**src/rtl/sale_pkg.sv**
```systemverilog
// Shared types, constants and the arctangent table of the slip angle estimator.
// Has no dependencies; used by every RTL module of the block.
package sale_pkg;

  localparam int NUM_WHEELS_DEF   = 4;
  localparam int CORDIC_STEPS_DEF = 16;
  localparam int ATAN_TABLE_LEN   = 24;

  localparam int CORDIC_PRE_SHIFT = 12;
  localparam int CORDIC_XY_W      = 34;
  localparam int CORDIC_Z_W       = 33;

  localparam int DIV_NUM_W = 33;
  localparam int DIV_DEN_W = 21;
  localparam int DIV_QUO_W = 17;

  localparam logic signed [15:0] ANGLE_MAX = 16'sd25736;
  localparam logic [19:0]        TAU_MIN   = 20'd100;
  localparam logic [16:0]        ALPHA_MIN = 17'd66;
  localparam logic [16:0]        ALPHA_ONE = 17'd65536;

  localparam logic [15:0] MIN_SPEED_RESET = 16'd128;
  localparam logic [19:0] TAU_RESET       = 20'd22500;

  localparam logic REG_TAU       = 1'b0;
  localparam logic REG_MIN_SPEED = 1'b1;

  typedef struct packed {
    logic busy;
    logic done;
  } sale_unit_stat_t;

  typedef enum logic [2:0] {
    ST_IDLE,
    ST_LOAD,
    ST_RUN,
    ST_MUL,
    ST_UPD
  } sale_state_t;

  function automatic logic [30:0] atan_entry(input logic [4:0] idx);
    logic [30:0] v;
    unique case (idx)
      5'd0:    v = 31'd843314857;
      5'd1:    v = 31'd497837829;
      5'd2:    v = 31'd263043837;
      5'd3:    v = 31'd133525159;
      5'd4:    v = 31'd67021687;
      5'd5:    v = 31'd33543516;
      5'd6:    v = 31'd16775851;
      5'd7:    v = 31'd8388437;
      5'd8:    v = 31'd4194283;
      5'd9:    v = 31'd2097149;
      5'd10:   v = 31'd1048576;
      5'd11:   v = 31'd524288;
      5'd12:   v = 31'd262144;
      5'd13:   v = 31'd131072;
      5'd14:   v = 31'd65536;
      5'd15:   v = 31'd32768;
      5'd16:   v = 31'd16384;
      5'd17:   v = 31'd8192;
      5'd18:   v = 31'd4096;
      5'd19:   v = 31'd2048;
      5'd20:   v = 31'd1024;
      5'd21:   v = 31'd512;
      5'd22:   v = 31'd256;
      5'd23:   v = 31'd128;
      default: v = 31'd0;
    endcase
    return v;
  endfunction

endpackage

```
**src/rtl/slip_angle_lowpass_estimator.sv**
```systemverilog
// Per-wheel slip angle estimator: CORDIC atan2 followed by a first-order low-pass.
// The 33-step restoring divider forming the filter coefficient runs alongside the
// CORDIC. One input is in flight at a time: in_tready is high only when idle,
// which follows the commit of the result. A stalled result holds its output
// register and delays the commit of the next result. Synchronous reset clears the
// sequencer and the wheel filter states and loads the configuration defaults.
module slip_angle_lowpass_estimator #(
  parameter int NUM_WHEELS   = sale_pkg::NUM_WHEELS_DEF,
  parameter int CORDIC_STEPS = sale_pkg::CORDIC_STEPS_DEF
) (
  input  logic        clk,
  input  logic        rst_n,
  // tdata: lateral_patch_vel [16:0], long_ground_vel [33:17], time_step_us [49:34]
  input  logic [55:0] in_tdata,
  // tuser: wheel_sel [1:0]
  input  logic [1:0]  in_tuser,
  input  logic        in_tvalid,
  output logic        in_tready,
  // tdata: filtered_slip_angle [15:0]
  output logic [15:0] out_tdata,
  output logic        out_tvalid,
  input  logic        out_tready,
  input  logic        cfg_psel,
  input  logic        cfg_penable,
  input  logic        cfg_pwrite,
  input  logic [2:0]  cfg_paddr,
  input  logic [31:0] cfg_pwdata,
  output logic [31:0] cfg_prdata,
  output logic        cfg_pready
);

  localparam int WW = (NUM_WHEELS > 1) ? $clog2(NUM_WHEELS) : 1;

  sale_pkg::sale_state_t state_r, state_nxt;

  logic [19:0] tau_r;
  logic [15:0] min_speed_r;

  logic [WW-1:0]      widx_r;
  logic signed [16:0] lat_r;
  logic signed [16:0] lon_r;
  logic [15:0]        dt_r;

  logic signed [15:0] raw_r;
  logic [16:0]        alpha_r;
  logic               raw_ok_r;
  logic               alpha_ok_r;
  logic signed [34:0] prod_r;

  logic signed [15:0] filt_r [NUM_WHEELS];

  logic               out_valid_r;
  logic [15:0]        out_data_r;

  logic               in_acc;
  logic               cfg_wr;
  logic               out_free;
  logic               start;
  logic               commit;

  logic [4:0]         wsel;
  logic signed [17:0] lon_ext;
  logic [17:0]        lon_mag;
  logic [17:0]        lon_floor;
  logic [19:0]        tau_eff;
  logic [sale_pkg::DIV_DEN_W-1:0] den;
  logic [sale_pkg::DIV_NUM_W-1:0] num;
  logic [sale_pkg::DIV_QUO_W-1:0] quo;
  logic [16:0]        alpha_c;
  logic signed [15:0] raw_a;
  logic signed [15:0] prev;
  logic signed [16:0] diff;
  logic signed [34:0] prod_nxt;
  logic signed [34:0] prod_rnd;
  logic signed [19:0] upd_sum;
  logic signed [15:0] upd_sat;

  sale_pkg::sale_unit_stat_t cordic_stat;
  sale_pkg::sale_unit_stat_t div_stat;

  assign in_acc     = in_tvalid && in_tready;
  assign cfg_wr     = cfg_psel && cfg_penable && cfg_pwrite && cfg_pready;
  assign cfg_pready = 1'b1;
  assign out_free   = !out_valid_r || out_tready;

  always_comb begin
    unique case (cfg_paddr[2])
      sale_pkg::REG_TAU:       cfg_prdata = {12'd0, tau_r};
      sale_pkg::REG_MIN_SPEED: cfg_prdata = {16'd0, min_speed_r};
      default:                 cfg_prdata = '0;
    endcase
  end

  always_comb begin
    wsel = 5'(in_tuser);
    for (int k = 0; k < 3; k++) begin
      if (wsel >= 5'(NUM_WHEELS)) begin
        wsel = wsel - 5'(NUM_WHEELS);
      end
    end
  end

  always_comb begin
    lon_ext   = 18'(lon_r);
    lon_mag   = lon_ext[17] ? 18'(-lon_ext) : 18'(lon_ext);
    lon_floor = (lon_mag < {2'b00, min_speed_r}) ? {2'b00, min_speed_r} : lon_mag;
    tau_eff   = (tau_r < sale_pkg::TAU_MIN) ? sale_pkg::TAU_MIN : tau_r;
    den       = 21'(tau_eff) + 21'(dt_r);
    num       = {1'b0, dt_r, 16'd0} + 33'(den[20:1]);
  end

  sale_cordic #(
    .STEPS(CORDIC_STEPS)
  ) u_cordic (
    .clk     (clk),
    .rst_n   (rst_n),
    .start_i (start),
    .x_i     ($signed(lon_floor)),
    .y_i     (lat_r),
    .angle_o (raw_a),
    .stat_o  (cordic_stat)
  );

  sale_div u_div (
    .clk     (clk),
    .rst_n   (rst_n),
    .start_i (start),
    .num_i   (num),
    .den_i   (den),
    .quo_o   (quo),
    .stat_o  (div_stat)
  );

  always_comb begin
    if (quo < sale_pkg::ALPHA_MIN) begin
      alpha_c = sale_pkg::ALPHA_MIN;
    end else if (quo > sale_pkg::ALPHA_ONE) begin
      alpha_c = sale_pkg::ALPHA_ONE;
    end else begin
      alpha_c = quo;
    end
  end

  always_comb begin
    prev     = filt_r[widx_r];
    diff     = 17'(raw_r) - 17'(prev);
    prod_nxt = $signed({1'b0, alpha_r}) * diff;
    prod_rnd = prod_r + 35'sd32768;
    upd_sum  = 20'(prev) + 20'($signed(prod_rnd[34:16]));
    if (upd_sum > sale_pkg::ANGLE_MAX) begin
      upd_sat = sale_pkg::ANGLE_MAX;
    end else if (upd_sum < -sale_pkg::ANGLE_MAX) begin
      upd_sat = -sale_pkg::ANGLE_MAX;
    end else begin
      upd_sat = upd_sum[15:0];
    end
  end

  always_comb begin
    state_nxt = state_r;
    in_tready = 1'b0;
    start     = 1'b0;
    commit    = 1'b0;
    unique case (state_r)
      sale_pkg::ST_IDLE: begin
        in_tready = 1'b1;
        if (in_tvalid) begin
          state_nxt = sale_pkg::ST_LOAD;
        end
      end
      sale_pkg::ST_LOAD: begin
        start     = 1'b1;
        state_nxt = sale_pkg::ST_RUN;
      end
      sale_pkg::ST_RUN: begin
        if (raw_ok_r && alpha_ok_r) begin
          state_nxt = sale_pkg::ST_MUL;
        end
      end
      sale_pkg::ST_MUL: begin
        state_nxt = sale_pkg::ST_UPD;
      end
      sale_pkg::ST_UPD: begin
        if (out_free) begin
          commit    = 1'b1;
          state_nxt = sale_pkg::ST_IDLE;
        end
      end
      default: begin
        state_nxt = sale_pkg::ST_IDLE;
      end
    endcase
  end

  always_ff @(posedge clk) begin
    if (!rst_n) begin
      state_r     <= sale_pkg::ST_IDLE;
      tau_r       <= sale_pkg::TAU_RESET;
      min_speed_r <= sale_pkg::MIN_SPEED_RESET;
      raw_ok_r    <= 1'b0;
      alpha_ok_r  <= 1'b0;
      out_valid_r <= 1'b0;
      for (int i = 0; i < NUM_WHEELS; i++) begin
        filt_r[i] <= '0;
      end
    end else begin
      state_r <= state_nxt;
      if (cfg_wr) begin
        unique case (cfg_paddr[2])
          sale_pkg::REG_TAU:       tau_r       <= cfg_pwdata[19:0];
          sale_pkg::REG_MIN_SPEED: min_speed_r <= cfg_pwdata[15:0];
          default:                 tau_r       <= tau_r;
        endcase
      end
      if (start) begin
        raw_ok_r   <= 1'b0;
        alpha_ok_r <= 1'b0;
      end else begin
        if (cordic_stat.done) begin
          raw_ok_r <= 1'b1;
        end
        if (div_stat.done) begin
          alpha_ok_r <= 1'b1;
        end
      end
      if (commit) begin
        filt_r[widx_r] <= upd_sat;
        out_valid_r    <= 1'b1;
      end else if (out_tready) begin
        out_valid_r <= 1'b0;
      end
    end
    if (in_acc) begin
      widx_r <= wsel[WW-1:0];
      lat_r  <= $signed(in_tdata[16:0]);
      lon_r  <= $signed(in_tdata[33:17]);
      dt_r   <= in_tdata[49:34];
    end
    if (cordic_stat.done) begin
      raw_r <= raw_a;
    end
    if (div_stat.done) begin
      alpha_r <= alpha_c;
    end
    if (state_r == sale_pkg::ST_MUL) begin
      prod_r <= prod_nxt;
    end
    if (commit) begin
      out_data_r <= upd_sat;
    end
  end

  assign out_tvalid = out_valid_r;
  assign out_tdata  = out_data_r;

endmodule

```
**src/rtl/sale_div.sv**
```systemverilog
// Restoring divider, one quotient bit per cycle, for the filter coefficient.
// Depends on sale_pkg for widths and the unit status type.
module sale_div (
  input  logic                                clk,
  input  logic                                rst_n,
  input  logic                                start_i,
  input  logic [sale_pkg::DIV_NUM_W-1:0]      num_i,
  input  logic [sale_pkg::DIV_DEN_W-1:0]      den_i,
  output logic [sale_pkg::DIV_QUO_W-1:0]      quo_o,
  output sale_pkg::sale_unit_stat_t           stat_o
);

  localparam int NW = sale_pkg::DIV_NUM_W;
  localparam int DW = sale_pkg::DIV_DEN_W;
  localparam int QW = sale_pkg::DIV_QUO_W;
  localparam int CW = $clog2(NW);

  logic [NW-1:0] num_r, num_nxt;
  logic [DW-1:0] den_r, den_nxt;
  logic [DW-1:0] rem_r, rem_nxt;
  logic [QW-1:0] quo_r, quo_nxt;
  logic [CW-1:0] cnt_r, cnt_nxt;
  logic          busy_r, busy_nxt;
  logic          done_r, done_nxt;

  logic [DW:0] rem_sh;
  logic [DW:0] rem_sub;
  logic        fits;

  always_comb begin
    rem_sh  = {rem_r, num_r[NW-1]};
    rem_sub = rem_sh - {1'b0, den_r};
    fits    = (rem_sh >= {1'b0, den_r});

    num_nxt  = num_r;
    den_nxt  = den_r;
    rem_nxt  = rem_r;
    quo_nxt  = quo_r;
    cnt_nxt  = cnt_r;
    busy_nxt = busy_r;
    done_nxt = 1'b0;
    if (start_i) begin
      num_nxt  = num_i;
      den_nxt  = den_i;
      rem_nxt  = '0;
      quo_nxt  = '0;
      cnt_nxt  = CW'(NW - 1);
      busy_nxt = 1'b1;
    end else if (busy_r) begin
      num_nxt = {num_r[NW-2:0], 1'b0};
      rem_nxt = fits ? rem_sub[DW-1:0] : rem_sh[DW-1:0];
      quo_nxt = {quo_r[QW-2:0], fits};
      cnt_nxt = cnt_r - 1'b1;
      if (cnt_r == '0) begin
        busy_nxt = 1'b0;
        done_nxt = 1'b1;
      end
    end
  end

  always_ff @(posedge clk) begin
    if (!rst_n) begin
      busy_r <= 1'b0;
      done_r <= 1'b0;
      cnt_r  <= '0;
    end else begin
      busy_r <= busy_nxt;
      done_r <= done_nxt;
      cnt_r  <= cnt_nxt;
    end
    num_r <= num_nxt;
    den_r <= den_nxt;
    rem_r <= rem_nxt;
    quo_r <= quo_nxt;
  end

  assign quo_o       = quo_r;
  assign stat_o.busy = busy_r;
  assign stat_o.done = done_r;

endmodule

```
**src/rtl/sale_cordic.sv**
```systemverilog
// Iterative vectoring CORDIC that returns atan2(y, x) for non-negative x, in radians Q1.14.
// Depends on sale_pkg for the arctangent table, widths and status type.
module sale_cordic #(
  parameter int STEPS = sale_pkg::CORDIC_STEPS_DEF
) (
  input  logic                      clk,
  input  logic                      rst_n,
  input  logic                      start_i,
  input  logic signed [17:0]        x_i,
  input  logic signed [16:0]        y_i,
  output logic signed [15:0]        angle_o,
  output sale_pkg::sale_unit_stat_t stat_o
);

  localparam int NSTEP = (STEPS > sale_pkg::ATAN_TABLE_LEN) ? sale_pkg::ATAN_TABLE_LEN : STEPS;
  localparam int IW    = $clog2(NSTEP);
  localparam int XW    = sale_pkg::CORDIC_XY_W;
  localparam int ZW    = sale_pkg::CORDIC_Z_W;

  logic signed [XW-1:0] x_r, x_nxt;
  logic signed [XW-1:0] y_r, y_nxt;
  logic signed [ZW-1:0] z_r, z_nxt;
  logic [IW-1:0]        iter_r, iter_nxt;
  logic                 zero_r, zero_nxt;
  logic                 busy_r, busy_nxt;
  logic                 done_r, done_nxt;

  logic signed [XW-1:0] dx;
  logic signed [XW-1:0] dy;
  logic signed [ZW-1:0] at;
  logic signed [ZW-1:0] z_rnd;
  logic signed [16:0]   z_q;

  always_comb begin
    dx = y_r >>> iter_r;
    dy = x_r >>> iter_r;
    at = $signed({2'b00, sale_pkg::atan_entry(5'(iter_r))});

    x_nxt    = x_r;
    y_nxt    = y_r;
    z_nxt    = z_r;
    iter_nxt = iter_r;
    zero_nxt = zero_r;
    busy_nxt = busy_r;
    done_nxt = 1'b0;
    if (start_i) begin
      x_nxt    = XW'(x_i) <<< sale_pkg::CORDIC_PRE_SHIFT;
      y_nxt    = XW'(y_i) <<< sale_pkg::CORDIC_PRE_SHIFT;
      z_nxt    = '0;
      iter_nxt = '0;
      zero_nxt = (x_i == '0) && (y_i == '0);
      busy_nxt = 1'b1;
    end else if (busy_r) begin
      if (!y_r[XW-1]) begin
        x_nxt = x_r + dx;
        y_nxt = y_r - dy;
        z_nxt = z_r + at;
      end else begin
        x_nxt = x_r - dx;
        y_nxt = y_r + dy;
        z_nxt = z_r - at;
      end
      iter_nxt = iter_r + 1'b1;
      if (iter_r == IW'(NSTEP - 1)) begin
        busy_nxt = 1'b0;
        done_nxt = 1'b1;
      end
    end
  end

  always_comb begin
    z_rnd = z_r + 33'sd32768;
    z_q   = z_rnd[ZW-1:16];
    if (zero_r) begin
      angle_o = '0;
    end else if (z_q > sale_pkg::ANGLE_MAX) begin
      angle_o = sale_pkg::ANGLE_MAX;
    end else if (z_q < -sale_pkg::ANGLE_MAX) begin
      angle_o = -sale_pkg::ANGLE_MAX;
    end else begin
      angle_o = z_q[15:0];
    end
  end

  always_ff @(posedge clk) begin
    if (!rst_n) begin
      busy_r <= 1'b0;
      done_r <= 1'b0;
      iter_r <= '0;
    end else begin
      busy_r <= busy_nxt;
      done_r <= done_nxt;
      iter_r <= iter_nxt;
    end
    x_r    <= x_nxt;
    y_r    <= y_nxt;
    z_r    <= z_nxt;
    zero_r <= zero_nxt;
  end

  assign stat_o.busy = busy_r;
  assign stat_o.done = done_r;

endmodule

```
**config.mk**
```make
export PLATFORM = sky130hd
export DESIGN_NAME = slip_angle_lowpass_estimator
export DESIGN_NICKNAME = d
export VERILOG_FILES = /design/src/rtl/sale_pkg.sv /design/src/rtl/slip_angle_lowpass_estimator.sv /design/src/rtl/sale_div.sv /design/src/rtl/sale_cordic.sv
export SDC_FILE = /design/constraint.sdc
export NUM_CORES = 2
export LEC_CHECK = 0
export ABC_AREA = 1
export BUFFER_PORTS_ARGS = -buffer_cell sky130_fd_sc_hd__buf_2
export CORE_MARGIN = 4
export CORE_UTILIZATION = 60
export DETAILED_ROUTE_END_ITERATION = 8
export PLACE_DENSITY = 0.79
export SLEW_MARGIN = 40
export SYNTH_ARGS = -nofsm -noshare
export SYNTH_HDL_FRONTEND = slang
export SYNTH_SLANG_ARGS = --single-unit
```
**constraint.sdc**
```tcl
create_clock -name clk -period 19.5 [get_ports clk]
set_input_delay 0 -clock clk [delete_from_list [all_inputs] [get_ports clk]]
set_output_delay 0 -clock clk [all_outputs]
set_load 0.02 [all_outputs]
```
==> results.txt <==
----------------------------------------------------
[Run status]
  Run status ... finished clean

[Synthesis]
  Sequential-to-total area share from yosys stat ... 27.2%
  Count of state elements after synthesis ... 465
  Proportion of register bits with asynchronous set or reset after synthesis ... 0%
  Count of flip-flops with a built-in enable after synthesis ... 284
  Warning count from the yosys run ... 0
  Mapped Area ... 44,600 sq um
  Count of unique library cells instantiated by Yosys ... 68
  Synthesized instance count ... 6,142
  Cell accounting for the most synthesized area ... sky130_fd_sc_hd__edfxtp_1
  Main area contributors after synthesis ... sky130_fd_sc_hd__edfxtp_1 (19%), sky130_fd_sc_hd__nand2_1 (13%), sky130_fd_sc_hd__fa_1 (10%), sky130_fd_sc_hd__ha_1 (9.3%), sky130_fd_sc_hd__dfxtp_1 (8.1%)
  Top_reg_cell synth ... sky130_fd_sc_hd__edfxtp_1
  Average footprint of a synthesized cell ... 7.27 sq um
  Post-synth top area share ... 19.1%

[Routing]
  DR vias ... 41,869
  DRC violations left ... 0
  Antenna viol nets, final ... 0
  Vias per cell ... 5.78
  First-pass iteration count of the detailed router ... 7
  1st-iter DRT viols ... 3,895
  Total wire length after detailed routing ... 127,000 um
  Wirelength per Cell ... 17.6 um

[GRT]
  Via count of the first global-routing pass ... 40,320
  M3 GR Usage ... 4.53%
  Residual overflow from global routing ... 0
  Busiest metal layer after global routing ... met2
  GR Util met1 ... 39.8%
  Largest net degree at the start of global routing ... 84
  Global router's overall resource usage ... 31.9%
  Initial antenna violation count ... 3
  Routing usage on met2 ... 55.4%
  Wire length of the first global-routing pass ... 205,000 um

[Min path]
  Worst hold path type ... in2reg
  Startpoint of the lowest-slack hold path ... in_tdata[39]

[Layout]
  Final core area utilization ... 66.1%
  Top library cells by usage in the layout, fill and taps aside ... sky130_fd_sc_hd__nand2_1 (1,508), sky130_fd_sc_hd__inv_1 (859), sky130_fd_sc_hd__nor2_1 (570)
  Count of fill cells added during filler insertion ... 6,375
  Share of final-layout standard cells stronger than drive strength 1 ... 6.19%
  Most frequent standard cell in the layout excluding fill and tap cells ... sky130_fd_sc_hd__nand2_1
  Number of standard cells in the layout, taps in and fillers out ... 7,244
  Final layout net count ... 6,902
  Synth-to-layout area growth ... 8.64%

[Timing]
  Number of pins with negative max-slew slack in the final report ... 0
  Sum Neg Setup Slack ... 0 ns
  Upper clock frequency limit ... 107 MHz
  Setup violation total in the final timing report ... 0
  Minimum clock period ... 9.38 ns
  Hold violation total from the final report ... 0
  Unrepaired setup endpoints after global routing ... false
  Relative slew margins ... 41.8%
  Crit share post-route ... 48.1%
  Worst Max-Slew Pin Slew ... 0.870 ns
  Worst clock skew ... 0.0349 ns

[Worst setup path]
  Biggest fanout along the worst timing path ... 33
  Required @ worst endpoint ... 19.88 ns
  Startpoint type of the worst setup path ... register
  Most numerous cell on the critical path ... sky130_fd_sc_hd__inv_1
  Worst path arrival time ... 9.76 ns
  Crit path capture type ... register
  Max incr delay on CP ... 0.57 ns
  CP max-delay cell ... sky130_fd_sc_hd__fa_1
  Crit Path Class ... reg2reg

[Clock tree]
  Root Buffer Master ... sky130_fd_sc_hd__clkbuf_16
  Total number of H-tree levels ... 2
  Maximum root-to-sink buffer count ... 3
  Number of clock sinks ... 465
  Post-CTS Repair Setup Buffers ... 0
  TritonCTS clock tree ... done
  Clock-pin slew reported for the worst setup and hold paths after clock tree synthesis ... 0.08 ns
  Total clock buffers created by CTS ... 52
  Clock insertion delay at the later pin of the skew report ... 0.63 ns
  CTS resizes ... 0
  Number of hold buffers added after cts ... 97

[Placed design]
  Number of port buffers ... 117
  Placed cell count ... 7,048
  DP Wirelength ... 95,300 um
  Routability congestion estimate from global placement ... 0.957

[Floorplanning]
  Count of pins on the block boundary ... 151
  Area enclosed by the die boundary ... 78,800 sq um
  Area of the core region ... 73,300 sq um
  Die Span X ... 281 um
  Initial core utilization ... 60.9%
  FP Rows ... 99
  Y dimension of the die ... 281 um

[Job]
  Max Cap Violations ... 0

----------------------------------------------------
[kinds of logic (layout without fill, tap and decap cells)]
family	after synthesis	in the layout	synth area share (%)
AOI/OAI and AO/OA	986	986	12.5
xor gates and xnor gates	212	212	4.20
buffers and inverters	1097	1228	9.76
DFF	465	465	27.2
and+or+nand+nor	2819	2819	26.7
adders and majority gates	561	561	19.6
other	2	14	0.0168
[metrics by stage]
step	hold slack, ns	cell area (sq um)	setup slack (ns)
after floorplan	0.0989	44700	11.63
after global placement	0.176	45700	10.05
after CTS	0.0421	48500	10.26
after global routing	0.0673	48500	9.57
final	0.0632	48500	10.12
after detailed placement	0.178	45700	10.28
[worst paths after layout]
kind	endpoint	slack, ns	cells after the start
max reg2reg	prod_r[34]	10.12	35
max	prod_r[34]	10.12	35
min	dt_r[5]	0.06	2
min reg2reg	u_cordic.z_r[0]	0.45	2
[critical path, delay by kind of cell (launching register included)]
kind | cells | cell delay, ns
compound gates | 8 | 1.88
xor+xnor | 1 | 0.14
fa+ha+maj | 8 | 3.78
buf+inv | 10 | 1.83
flops | 1 | 0.30
simple gates | 8 | 1.19
[routing by layer]
metal / up-vias / part of all wire [%]
met5: - / 0.010
met4: 2 / 5.2
met3: 411 / 7.7
met2: 1795 / 48
met1: 19430 / 39
li1: 20231 / -
[synthesized netlist by cell type (66+ instances only)]
cell type / instances
sky130_fd_sc_hd__nand2_1: 1511
sky130_fd_sc_hd__inv_1: 864
sky130_fd_sc_hd__nor2_1: 570
sky130_fd_sc_hd__nand3_1: 454
sky130_fd_sc_hd__a21oi_1: 370
sky130_fd_sc_hd__o21ai_0: 342
sky130_fd_sc_hd__ha_1: 330
sky130_fd_sc_hd__edfxtp_1: 284
sky130_fd_sc_hd__fa_1: 231
sky130_fd_sc_hd__dfxtp_1: 181
sky130_fd_sc_hd__xor2_1: 150
sky130_fd_sc_hd__clkbuf_1: 115
sky130_fd_sc_hd__nor3_1: 66
[final cells by class]
class | instances | area, sq um | share of cell area [%]
multi-input cells | 4591 | 28200 | 58.2
flip-flops and latches | 465 | 12200 | 25.1
inverters | 893 | 3360 | 6.94
repair buffers | 238 | 1760 | 3.62
clock buffers | 59 | 1360 | 2.80
well taps | 959 | 1200 | 2.47
clock inverters | 38 | 452 | 0.932
diodes | 1 | 2.50 | 0.00516
[sequential cells by signal, summed over array words and instances, names as in the netlist, 2 cells and up, named ones only]
name / flops
alpha_r: 17
dt_r: 16
filt_r: 64
lat_r: 17
lon_r: 17
min_speed_r: 16
out_tdata: 16
prod_r: 20
raw_r: 16
state_r: 3
tau_r: 20
u_cordic.at: 28
u_cordic.iter_r: 4
u_cordic.x_r: 34
u_cordic.y_r: 34
u_cordic.z_r: 33
u_div.cnt_r: 6
u_div.den_r: 21
u_div.num_r: 33
u_div.quo_o: 17
u_div.rem_r: 21
widx_r: 2
Power is not shown: default switching activity piles up to over one toggle a cycle in this logic, so the estimate is an artifact.
